`src/design/sclt_pkg.sv`:
```
`default_nettype none
// ----------------------------------------------------------------------------
// sclt_pkg: shared types and constants of the command line tokenizer
// Transaction payloads, token kinds, quote modes and character classes.
// ----------------------------------------------------------------------------
package sclt_pkg;

	localparam int MAX_RES = 4;

	localparam logic [1:0] KIND_CHAR     = 2'd0;
	localparam logic [1:0] KIND_WORD_END = 2'd1;
	localparam logic [1:0] KIND_OP       = 2'd2;
	localparam logic [1:0] KIND_LINE_END = 2'd3;

	localparam logic [7:0] CH_TAB    = 8'h09;
	localparam logic [7:0] CH_SPACE  = 8'h20;
	localparam logic [7:0] CH_DQUOTE = 8'h22;
	localparam logic [7:0] CH_AMP    = 8'h26;
	localparam logic [7:0] CH_SQUOTE = 8'h27;
	localparam logic [7:0] CH_SEMI   = 8'h3B;
	localparam logic [7:0] CH_BSLASH = 8'h5C;
	localparam logic [7:0] CH_PIPE   = 8'h7C;

	typedef enum logic [1:0] {
		QM_NORMAL = 2'd0,
		QM_DOUBLE = 2'd1,
		QM_SINGLE = 2'd2
	} quote_mode_t;

	typedef struct packed {
		logic [7:0] in_byte;
		logic       end_of_line;
	} in_item_t;

	typedef struct packed {
		logic [1:0] token_kind;
		logic [7:0] out_char;
		logic       last_of_run;
	} out_item_t;

	// All results of one input byte; last_idx points at the final one.
	typedef struct packed {
		logic [1:0]                last_idx;
		out_item_t [MAX_RES-1:0]   res;
	} bundle_t;

	function automatic logic is_blank(input logic [7:0] b);
		return b inside {CH_SPACE, CH_TAB};
	endfunction

	function automatic logic is_op(input logic [7:0] b);
		return b inside {CH_AMP, CH_SEMI, CH_PIPE};
	endfunction

	function automatic logic escapable(input quote_mode_t m, input logic [7:0] b);
		logic r;
		case (m)
			QM_DOUBLE: r = b inside {CH_DQUOTE, CH_BSLASH};
			QM_SINGLE: r = (b == CH_SQUOTE);
			default:   r = b inside {CH_SPACE, CH_TAB, CH_DQUOTE, CH_SQUOTE,
				CH_BSLASH, CH_AMP, CH_SEMI, CH_PIPE};
		endcase
		return r;
	endfunction

	function automatic out_item_t mk_res(input logic [1:0] kind, input logic [7:0] ch);
		out_item_t r;
		r.token_kind  = kind;
		r.out_char    = ch;
		r.last_of_run = 1'b0;
		return r;
	endfunction

endpackage
`default_nettype wire

```
`src/design/sclt_front.sv`:
```
`default_nettype none
// ----------------------------------------------------------------------------
// sclt_front: byte classifier
// Accepts one byte per cycle while the queue is not full, tracks quote and
// escape state and builds the full result bundle of the byte for the queue.
// ----------------------------------------------------------------------------
module sclt_front (
	input  wire                  clk,
	input  wire                  arst_n,
	input  wire                  in_valid,
	output logic                 in_ready,
	input  wire sclt_pkg::in_item_t in_data,
	input  wire                  full,
	output logic                 push,
	output sclt_pkg::bundle_t    push_data
);
	import sclt_pkg::*;

	quote_mode_t mode_q, mode_d, mode_eff;
	logic        esc_q, esc_d;
	logic        wn_q, wn_d;
	logic        accept;
	logic [7:0]  b;
	logic        eol;
	logic        is_bs;
	logic        esc_lit;
	logic [2:0]  n;
	logic        word;
	out_item_t [MAX_RES-1:0] res;

	assign in_ready = !full;
	assign accept   = in_valid && in_ready;
	assign b        = in_data.in_byte;
	assign eol      = in_data.end_of_line;
	assign is_bs    = (b == CH_BSLASH);

	always_comb begin
		case (mode_q)
			QM_DOUBLE: mode_eff = QM_DOUBLE;
			QM_SINGLE: mode_eff = QM_SINGLE;
			default:   mode_eff = QM_NORMAL;
		endcase
	end

	assign esc_lit = esc_q && escapable(mode_eff, b);

	// Next state
	always_comb begin
		mode_d = mode_eff;
		esc_d  = esc_q;
		wn_d   = wn_q;
		if (accept) begin
			if (eol) begin
				mode_d = QM_NORMAL;
				esc_d  = 1'b0;
				wn_d   = 1'b0;
			end else begin
				esc_d = is_bs && !esc_lit;
				if (esc_q) begin
					wn_d = 1'b1;
				end
				if (!esc_lit && !is_bs) begin
					case (mode_eff)
						QM_DOUBLE: begin
							if (b == CH_DQUOTE) mode_d = QM_NORMAL;
							else wn_d = 1'b1;
						end
						QM_SINGLE: begin
							if (b == CH_SQUOTE) mode_d = QM_NORMAL;
							else wn_d = 1'b1;
						end
						default: begin
							if (b == CH_DQUOTE) mode_d = QM_DOUBLE;
							else if (b == CH_SQUOTE) mode_d = QM_SINGLE;
							else if (is_blank(b) || is_op(b)) wn_d = 1'b0;
							else wn_d = 1'b1;
						end
					endcase
				end
			end
		end
	end

	// Result bundle: append results in order
	always_comb begin
		n    = 3'd0;
		word = wn_q;
		res  = '0;
		if (esc_lit) begin
			res[n[1:0]] = mk_res(KIND_CHAR, b);
			n = n + 3'd1;
			word = 1'b1;
		end else begin
			if (esc_q) begin
				res[n[1:0]] = mk_res(KIND_CHAR, CH_BSLASH);
				n = n + 3'd1;
				word = 1'b1;
			end
			if (is_bs) begin
				if (eol) begin
					res[n[1:0]] = mk_res(KIND_CHAR, CH_BSLASH);
					n = n + 3'd1;
					word = 1'b1;
				end
			end else begin
				case (mode_eff)
					QM_DOUBLE: begin
						if (b != CH_DQUOTE) begin
							res[n[1:0]] = mk_res(KIND_CHAR, b);
							n = n + 3'd1;
							word = 1'b1;
						end
					end
					QM_SINGLE: begin
						if (b != CH_SQUOTE) begin
							res[n[1:0]] = mk_res(KIND_CHAR, b);
							n = n + 3'd1;
							word = 1'b1;
						end
					end
					default: begin
						if (b == CH_DQUOTE || b == CH_SQUOTE) begin
							word = word;
						end else if (is_blank(b) || is_op(b)) begin
							if (word) begin
								res[n[1:0]] = mk_res(KIND_WORD_END, 8'h00);
								n = n + 3'd1;
							end
							word = 1'b0;
							if (is_op(b)) begin
								res[n[1:0]] = mk_res(KIND_OP, b);
								n = n + 3'd1;
							end
						end else begin
							res[n[1:0]] = mk_res(KIND_CHAR, b);
							n = n + 3'd1;
							word = 1'b1;
						end
					end
				endcase
			end
		end
		if (eol) begin
			if (word) begin
				res[n[1:0]] = mk_res(KIND_WORD_END, 8'h00);
				n = n + 3'd1;
			end
			res[n[1:0]] = mk_res(KIND_LINE_END, 8'h00);
			n = n + 3'd1;
		end
	end

	assign push               = accept && (n != 3'd0);
	assign push_data.res      = res;
	assign push_data.last_idx = n[1:0] - 2'd1;

	always_ff @(posedge clk or negedge arst_n) begin
		if (!arst_n) begin
			mode_q <= QM_NORMAL;
			esc_q  <= 1'b0;
			wn_q   <= 1'b0;
		end else begin
			mode_q <= mode_d;
			esc_q  <= esc_d;
			wn_q   <= wn_d;
		end
	end

`ifndef NO_ASSERTIONS
	// The last byte of a line leaves every piece of state cleared.
	a_eol_clears: assert property (@(posedge clk) disable iff (!arst_n)
		accept && eol |=> mode_q == QM_NORMAL && !esc_q && !wn_q)
		else $error("state not cleared after line end");

	// A line always closes with a line end, so its bundle is never empty.
	a_eol_pushes: assert property (@(posedge clk) disable iff (!arst_n)
		accept && eol |-> push && push_data.res[push_data.last_idx].token_kind
			== KIND_LINE_END)
		else $error("line end missing from bundle");
`endif

endmodule
`default_nettype wire

```
`src/design/sclt_queue.sv`:
```
`default_nettype none
// ----------------------------------------------------------------------------
// sclt_queue: bundle queue
// Small register queue between the classifier and the result serializer.
// ----------------------------------------------------------------------------
module sclt_queue #(
	parameter int DEPTH = 4
) (
	input  wire                 clk,
	input  wire                 arst_n,
	input  wire                 push,
	input  wire sclt_pkg::bundle_t push_data,
	output logic                full,
	input  wire                 pop,
	output sclt_pkg::bundle_t   head,
	output logic                empty
);
	import sclt_pkg::*;

	localparam int PTR_W = (DEPTH > 1) ? $clog2(DEPTH) : 1;
	localparam int CNT_W = $clog2(DEPTH + 1);

	bundle_t            mem_q [DEPTH];
	logic [PTR_W-1:0]   wr_ptr_q;
	logic [PTR_W-1:0]   rd_ptr_q;
	logic [CNT_W-1:0]   count_q;

	function automatic logic [PTR_W-1:0] nxt(input logic [PTR_W-1:0] p);
		return (p == PTR_W'(DEPTH - 1)) ? '0 : p + 1'b1;
	endfunction

	assign full  = (count_q == CNT_W'(DEPTH));
	assign empty = (count_q == '0);
	assign head  = mem_q[rd_ptr_q];

	always_ff @(posedge clk) begin
		if (push) begin
			mem_q[wr_ptr_q] <= push_data;
		end
	end

	always_ff @(posedge clk or negedge arst_n) begin
		if (!arst_n) begin
			wr_ptr_q <= '0;
			rd_ptr_q <= '0;
			count_q  <= '0;
		end else begin
			if (push) wr_ptr_q <= nxt(wr_ptr_q);
			if (pop)  rd_ptr_q <= nxt(rd_ptr_q);
			case ({push, pop})
				2'b10:   count_q <= count_q + 1'b1;
				2'b01:   count_q <= count_q - 1'b1;
				default: count_q <= count_q;
			endcase
		end
	end

`ifndef NO_ASSERTIONS
	a_no_overflow: assert property (@(posedge clk) disable iff (!arst_n)
		push |-> !full)
		else $error("push into full queue");

	a_no_underflow: assert property (@(posedge clk) disable iff (!arst_n)
		pop |-> !empty)
		else $error("pop from empty queue");

	a_ptr_gap: assert property (@(posedge clk) disable iff (!arst_n)
		!full && !empty |-> wr_ptr_q != rd_ptr_q)
		else $error("queue pointers disagree with fill count");
`endif

endmodule
`default_nettype wire

```
`src/design/sclt_back.sv`:
```
`default_nettype none
// ----------------------------------------------------------------------------
// sclt_back: result serializer
// Walks the head bundle one result per cycle into the output register unless stalled.
// ----------------------------------------------------------------------------
module sclt_back (
	input  wire                  clk,
	input  wire                  arst_n,
	input  wire sclt_pkg::bundle_t head,
	input  wire                  empty,
	output logic                 pop,
	output logic                 out_valid,
	input  wire                  out_ready,
	output sclt_pkg::out_item_t  out_data
);
	import sclt_pkg::*;

	logic       out_valid_q;
	out_item_t  out_item_q;
	logic [1:0] idx_q;
	logic       load;
	logic       at_last;

	assign load      = !empty && (!out_valid_q || out_ready);
	assign at_last   = (idx_q == head.last_idx);
	assign pop       = load && at_last;
	assign out_valid = out_valid_q;
	assign out_data  = out_item_q;

	always_ff @(posedge clk) begin
		if (load) begin
			out_item_q <= '{token_kind:  head.res[idx_q].token_kind,
				out_char:    head.res[idx_q].out_char,
				last_of_run: at_last};
		end
	end

	always_ff @(posedge clk or negedge arst_n) begin
		if (!arst_n) begin
			out_valid_q <= 1'b0;
			idx_q       <= 2'd0;
		end else begin
			if (load) begin
				out_valid_q <= 1'b1;
				idx_q       <= at_last ? 2'd0 : idx_q + 2'd1;
			end else if (out_ready) begin
				out_valid_q <= 1'b0;
			end
		end
	end

`ifndef NO_ASSERTIONS
	// Never walk past the final result of the head bundle.
	a_idx_bound: assert property (@(posedge clk) disable iff (!arst_n)
		!empty |-> idx_q <= head.last_idx)
		else $error("result index beyond bundle");

	a_idx_restart: assert property (@(posedge clk) disable iff (!arst_n)
		pop |=> idx_q == 2'd0)
		else $error("index not rewound after pop");
`endif

endmodule
`default_nettype wire

```
`src/design/shell_command_line_tokenizer_unit.sv`:
```
`default_nettype none
// ----------------------------------------------------------------------------
// shell_command_line_tokenizer_unit: streaming command line tokenizer
// Turns command line bytes into word characters, word ends, operator tokens
// and line ends, honoring double quotes, single quotes and backslashes.
// ----------------------------------------------------------------------------
// Usage:
//   in_valid/in_ready/in_data carry one byte per transaction, with
//   end_of_line set on the final byte of a line. out_valid/out_ready/out_data
//   carry one token per transaction; last_of_run marks the final token that
//   a byte produced. A byte may produce no token at all (quotes, a held
//   backslash, a blank after a blank).
//   The first token of a byte goes into the bundle queue at the edge that
//   accepted the byte, then into the output register. Throughput: one byte
//   per cycle in while the queue has room, one token per cycle out while
//   out_ready is high; the bundle queue of QUEUE_DEPTH entries absorbs
//   multi-token bursts. in_ready drops only while the queue is full.
//   Reset clears quote mode, held backslash, word state, queue and output.
//   A stalled receiver holds the output register; the queue keeps filling
//   until full, then in_ready falls.
// ----------------------------------------------------------------------------
module shell_command_line_tokenizer_unit #(
	parameter int QUEUE_DEPTH = 4
) (
	input  wire                  clk,
	input  wire                  arst_n,
	input  wire                  in_valid,
	output logic                 in_ready,
	input  wire sclt_pkg::in_item_t in_data,
	output logic                 out_valid,
	input  wire                  out_ready,
	output sclt_pkg::out_item_t  out_data
);
	import sclt_pkg::*;

	// Bundle transactions between classifier and serializer
	bundle_t push_data;
	bundle_t head;
	logic    push;
	logic    pop;
	logic    full;
	logic    empty;

	// Classify each byte and build its complete token bundle
	sclt_front u_front (
		.clk       (clk),
		.arst_n    (arst_n),
		.in_valid  (in_valid),
		.in_ready  (in_ready),
		.in_data   (in_data),
		.full      (full),
		.push      (push),
		.push_data (push_data)
	);

	// Decouple byte intake from token delivery
	sclt_queue #(
		.DEPTH (QUEUE_DEPTH)
	) u_queue (
		.clk       (clk),
		.arst_n    (arst_n),
		.push      (push),
		.push_data (push_data),
		.full      (full),
		.pop       (pop),
		.head      (head),
		.empty     (empty)
	);

	// Drain one token per cycle into the output register unless stalled
	sclt_back u_back (
		.clk       (clk),
		.arst_n    (arst_n),
		.head      (head),
		.empty     (empty),
		.pop       (pop),
		.out_valid (out_valid),
		.out_ready (out_ready),
		.out_data  (out_data)
	);

`ifndef NO_ASSERTIONS
	// A held output token stays put until taken.
	a_out_hold: assert property (@(posedge clk) disable iff (!arst_n)
		out_valid && !out_ready |=> out_valid && $stable(out_data))
		else $error("output token changed while stalled");
`endif

endmodule
`default_nettype wire
```
`config.mk`:
```
export PLATFORM = sky130hd
export DESIGN_NAME = shell_command_line_tokenizer_unit
export DESIGN_NICKNAME = d
export VERILOG_FILES = /design/src/design/sclt_pkg.sv /design/src/design/sclt_front.sv /design/src/design/sclt_queue.sv /design/src/design/sclt_back.sv /design/src/design/shell_command_line_tokenizer_unit.sv
export SDC_FILE = /design/constraint.sdc
export NUM_CORES = 1
export LEC_CHECK = 0
export BUFFER_PORTS_ARGS = -buffer_cell sky130_fd_sc_hd__buf_4
export CAP_MARGIN = 10
export CORE_UTILIZATION = 40
export CTS_CLUSTER_DIAMETER = 30
export CTS_CLUSTER_SIZE = 16
export DETAILED_ROUTE_END_ITERATION = 10
export GPL_TIMING_DRIVEN = 0
export PLACE_DENSITY_LB_ADDON = 0.05
export SKIP_CTS_REPAIR_TIMING = 1
export SLEW_MARGIN = 20
export SYNTH_ARGS = -nofsm -noshare
export SYNTH_HDL_FRONTEND = slang
export SYNTH_HIERARCHICAL = 1
export SYNTH_SLANG_ARGS = --single-unit
```
`constraint.sdc`:
```
create_clock -name clk -period 9.53 [get_ports clk]
set_input_delay 0.953 -clock clk [delete_from_list [all_inputs] [get_ports clk]]
set_output_delay 0.953 -clock clk [all_outputs]
set_load 0.005 [all_outputs]
```
==> results of run 1 <==
-- through the flow --
| step | std cells | instance area, um2 |
|---|---|---|
| after floorplan | 565 | 9160 |
| after global placement | 870 | 9700 |
| after detailed placement | 874 | 9820 |
| after CTS | 906 | 10400 |
| after global routing | 906 | 10400 |
| final | 906 | 10400 |
-- per-layer routing --
metal | global-route usage | share of wire
met5 | 0 | 0
met1 | 0.243 | 0.45
met4 | 0.0534 | 0.014
met2 | 0.308 | 0.51
met3 | 0.0286 | 0.034
-- cell type report --
cell class,count,area share
plain buffers,46,0.0302
clock buffers,18,0.0423
clock inverters,14,0.0120
inverters,23,0.00831
multi-input cells,303,0.294
flip-flops and latches,193,0.551
well taps,280,0.0337
repair buffers,29,0.0287
-- sequential cells by signal (all words and copies together), names as in the netlist --
name	cells
u_queue/mem_q	168
u_back/out_data	11
u_queue/count_q	3
u_back/idx_q	2
u_front/mode_q	2
u_queue/rd_ptr_q	2
u_queue/wr_ptr_q	2
u_back/out_valid	1
u_front/esc_q	1
u_front/wn_q	1
-- power breakdown --
part           total (mW)  internal [mW]  switching (mW)
registers            1.20           1.15          0.0501
clock network       0.679          0.350           0.328
logic               0.879          0.428           0.451
-- worst max-delay path by stage --
stage                                end  slack [ns]
floorplan           u_queue/mem_q[0][10]        3.29
global placement    u_queue/mem_q[2][37]        1.56
detailed placement    u_queue/count_q[1]        2.87
CTS                   u_queue/count_q[1]        3.32
global route          u_queue/count_q[2]        2.85
finish                u_queue/count_q[2]        3.33
==> run summary, run 1 <==
vias per std cell: 5.48
residual DRC count: 0
commonest non-fill, non-tap cells in the layout: edfxtp_1, mux4_2, buf_4
maxcap violations: 0
# setup viols final: 0
initial DRC count: 340
post-synthesis cell area: 9100 um2
GRT Overall Usage: 0.182
setup TNS: 0 ns
first-pass GRT wire length: 30.8 mm
CTS sink cnt: 193
Synth Instances: 549
GR Overflow Total: 0
Max IR drop VDD: 0.152 mV
crit-path cells: buf_4 -> or3b_4 -> nor3_1 -> or2_2 -> ha_1 -> o31ai_1 -> a41oi_4 -> o21a_4 -> ha_1 -> a21bo_2 -> o21ai_0 -> ha_1 -> a21oi_1 -> ha_1 -> a21o_1 -> a31o_1 -> a31oi_1 -> inv_1 -> ha_1 -> inv_1 -> fa_1 -> xor2_1 -> nor2_1 -> xor2_1
measured slew at the worst slew-check pin: 0.987 ns
router iterations before antenna repair: 5
cts bufs inserted: 17
initial antenna violation count: 0
vias after detailed routing: 4,968
Final Cycle Share: 0.650
Worst Setup End Kind: flop
Hold Fails Final Rpt: 0
max incr delay on CP: 0.57 ns
Die Wd: 153 um
worst flop-to-flop path endpoint: u_queue/count_q[2]
reg-to-reg startpoint: u_front/esc_q
die height: 153 um
Critical-path top delay cell: nor3_1
Power per Cell Area: 265 nW/um2
Worst Path Required: 9.84 ns
Fillers: 1,886
Seq. cell area: 5730 um2
CTS tree: done
unrepaired setup endpoints after global routing: no
I/O Pins: 26
post-route ant nets: 0
cell mode on critical path: ha_1
area of the multi-input gates: 3050 um2
slack of the critical path: 3.33 ns
DIE AREA: 23,400 um2
Post-DP HPWL: 13.7 mm
htree depth: 4
final count of pins violating max slew: 0
Final min period: 6.20 ns
Initial Util: 0.412
Worst R2R Setup Slack: 3.63 ns
core area: 22,100 um2
pre-CTS WS: 2.87 ns
CP top delay family: compound AO/OA/AOI/OAI gates
Leak: 3.64 nW
layout net count: 648
num rows: 54
CTS max path bufs: 2
antenna cells: 0
RePlAce Congestion: 0.943
Synth Warn #: 6
total power: 2.76 mW
Crit path arrival time: 6.51 ns
vias in the first global route: 5,060
clk_skew: 0.0118 ns
Crit Path Class: in -> reg
worst-path fanout max: 8
most common cell after layout, fill and taps aside: edfxtp_1
WL per Instance: 22.0 um
Total Wirelength: 20.0 mm
CTS root buffer: clkbuf_16
clk_lat worst skew: 0.43 ns
Critical Path Source: in_data[2]
P&R area growth vs syn: 14.1%
Hold Path Class: in -> async
average size of a mapped cell: 16.6 um2
WP depth: 24
layout cells sized above 1: 0.283
fin util: 0.470
FF-to-FF path depth: 22
f_max: 161 MHz
Startpoint Class: input pin
Rel. slew slack: 0.336
largest net degree at the start of global routing: 42
port bufs: 25
hold slack: 0.378 ns
Buf/Inv on CP: 3
status: finished clean
Clock transition at path regs: 0.07 ns
No activity file was read; power rests on OpenSTA's default activity.
==> run 2: changes to the inputs <==
Clock period 9.53 ns to 5.03 ns, I/O delays scaled along.
==> run 2 against run 1 <==
Compared with the run above: non-clock buffer count up 3; combinational power increased by 85%; final cell count rose by 0.33%; setup slack got worse by 3.3 ns; sequential cell count unchanged; die area unchanged; clock power increased by 100%; critical endpoint is now u_queue/mem_q[3][3]; largest power group unchanged; highest routed layer unchanged.
==> run summary, run 2 (synthesis results as in run 1) <==
largest net degree at the start of global routing: 43
CTS root buffer: clkbuf_16
first-pass GRT wire length: 32.1 mm
num rows: 54
Hold Path Class: in -> reg
RePlAce Congestion: 0.883
Initial Util: 0.412
Gate power share: 0.309
Total Wirelength: 21.1 mm
Final Non-Filler Cells: 909
Max IR drop VDD: 0.235 mV
die height: 153 um
# setup viols final: 0
status: finished clean
residual DRC count: 0
vias after detailed routing: 5,059
Crit Path Class: in -> reg
unrepaired setup endpoints after global routing: yes
Net Switching: 1.64 mW
Rel. slew slack: 0.343
Flop pwr share: 0.432
layout net count: 651
most common cell after layout, fill and taps aside: edfxtp_1
measured slew at the worst slew-check pin: 0.976 ns
Internal: 3.63 mW
Die Wd: 153 um
Power per Cell Area: 501 nW/um2
pre-CTS WS: -0.740 ns
Design Area, Final: 10,500 um2
GR Overflow Total: 0
placed insts: 870
vias in the first global route: 5,138
antenna cells: 0
Clock transition at path regs: 0.07 ns
Final min period: 4.97 ns
DIE AREA: 23,400 um2
Hold Fails Final Rpt: 0
f_max: 201 MHz
final count of pins violating max slew: 0
CTS max path bufs: 2
router iterations before antenna repair: 6
Startpoint Class: input pin
cts bufs inserted: 17
total power: 5.27 mW
fin util: 0.477
part of the power in the clock network: 0.258
sw frac: 0.312
clk_skew: 0.0115 ns
vias per std cell: 5.57
setup TNS: 0 ns
max reg flops: 168
Worst Path Required: 5.08 ns
clk_lat worst skew: 0.43 ns
slack of the critical path: 0.0633 ns
placed cell area: 9750 um2
post-route ant nets: 0
htree depth: 4
CTS tree: done
core area: 22,100 um2
hold slack: 0.397 ns
maxcap violations: 0
I/O Pins: 26
commonest non-fill, non-tap cells in the layout: edfxtp_1, buf_4, mux4_2
worst-path fanout max: 42
GRT Overall Usage: 0.191
P&R area growth vs syn: 15.7%
WL per Instance: 23.2 um
Biggest register: u_queue/mem_q
Leak: 3.68 nW
port bufs: 25
initial antenna violation count: 0
Crit path arrival time: 5.02 ns
initial DRC count: 380
CTS sink cnt: 193
Worst Setup End Kind: flop
layout cells sized above 1: 0.321
Final Cycle Share: 0.987
Post-DP HPWL: 13.9 mm
-- run 2: layout make-up --
class	instances	area, um2
buffer	44	324
clock buffer	17	425
clock inverter	15	183
fill	1909	11600
inverter	23	86.3
multi-input combinational	303	3180
sequential	193	5730
tap	280	350
timing repair buffer	34	258
-- run 2: final timing paths --
kind	start	cells after the start	end	slack (ns)
min	out_ready	3	u_back/out_valid	0.40
max in group asynchronous	arst_n	2	u_queue/rd_ptr_q[1]	4.31
max reg2reg	u_front/esc_q	16	u_queue/mem_q[3][3]	0.13
min reg2reg	u_queue/count_q[2]	1	u_queue/count_q[2]	0.51
min in group asynchronous	arst_n	2	u_front/esc_q	0.49
max	in_data[4]	19	u_queue/mem_q[3][3]	0.06
-- run 2: metal layers --
| metal | vias to the layer above | GRT usage | part of all wire |
|---|---|---|---|
| met5 | - | 0 | 0 |
| met1 | 2663 | 0.258 | 0.46 |
| met4 | 0 | 0.0505 | 0.012 |
| met3 | 17 | 0.0309 | 0.024 |
| met2 | 72 | 0.322 | 0.51 |
| li1 | 2307 | - | - |
-- run 2: power groups by stage --
stage	registers [mW]	clock network, mW	logic, mW
6_report	2.28	1.36	1.63
4_1_cts	2.29	1.40	1.67
3_3_place_gp	2.30	0	1.64
3_5_place_dp	2.32	0	1.67
2_1_floorplan	2.28	0	1.14
5_1_grt	2.31	1.46	1.79
-- run 2: worst max-delay path: stages --
cell	delay [ns]
buf_4	0.15
or2_1	0.23
buf_2	0.20
nor2_2	0.20
nand3_2	0.17
ha_1	0.35
a221oi_4	0.32
a41oi_4	0.07
o21a_4	0.27
ha_4	0.26
a21bo_4	0.20
o21ai_2	0.09
ha_1	0.29
a21oi_1	0.06
ha_2	0.22
a21o_1	0.17
a31o_1	0.21
a31oi_4	0.32
and2_4	0.69
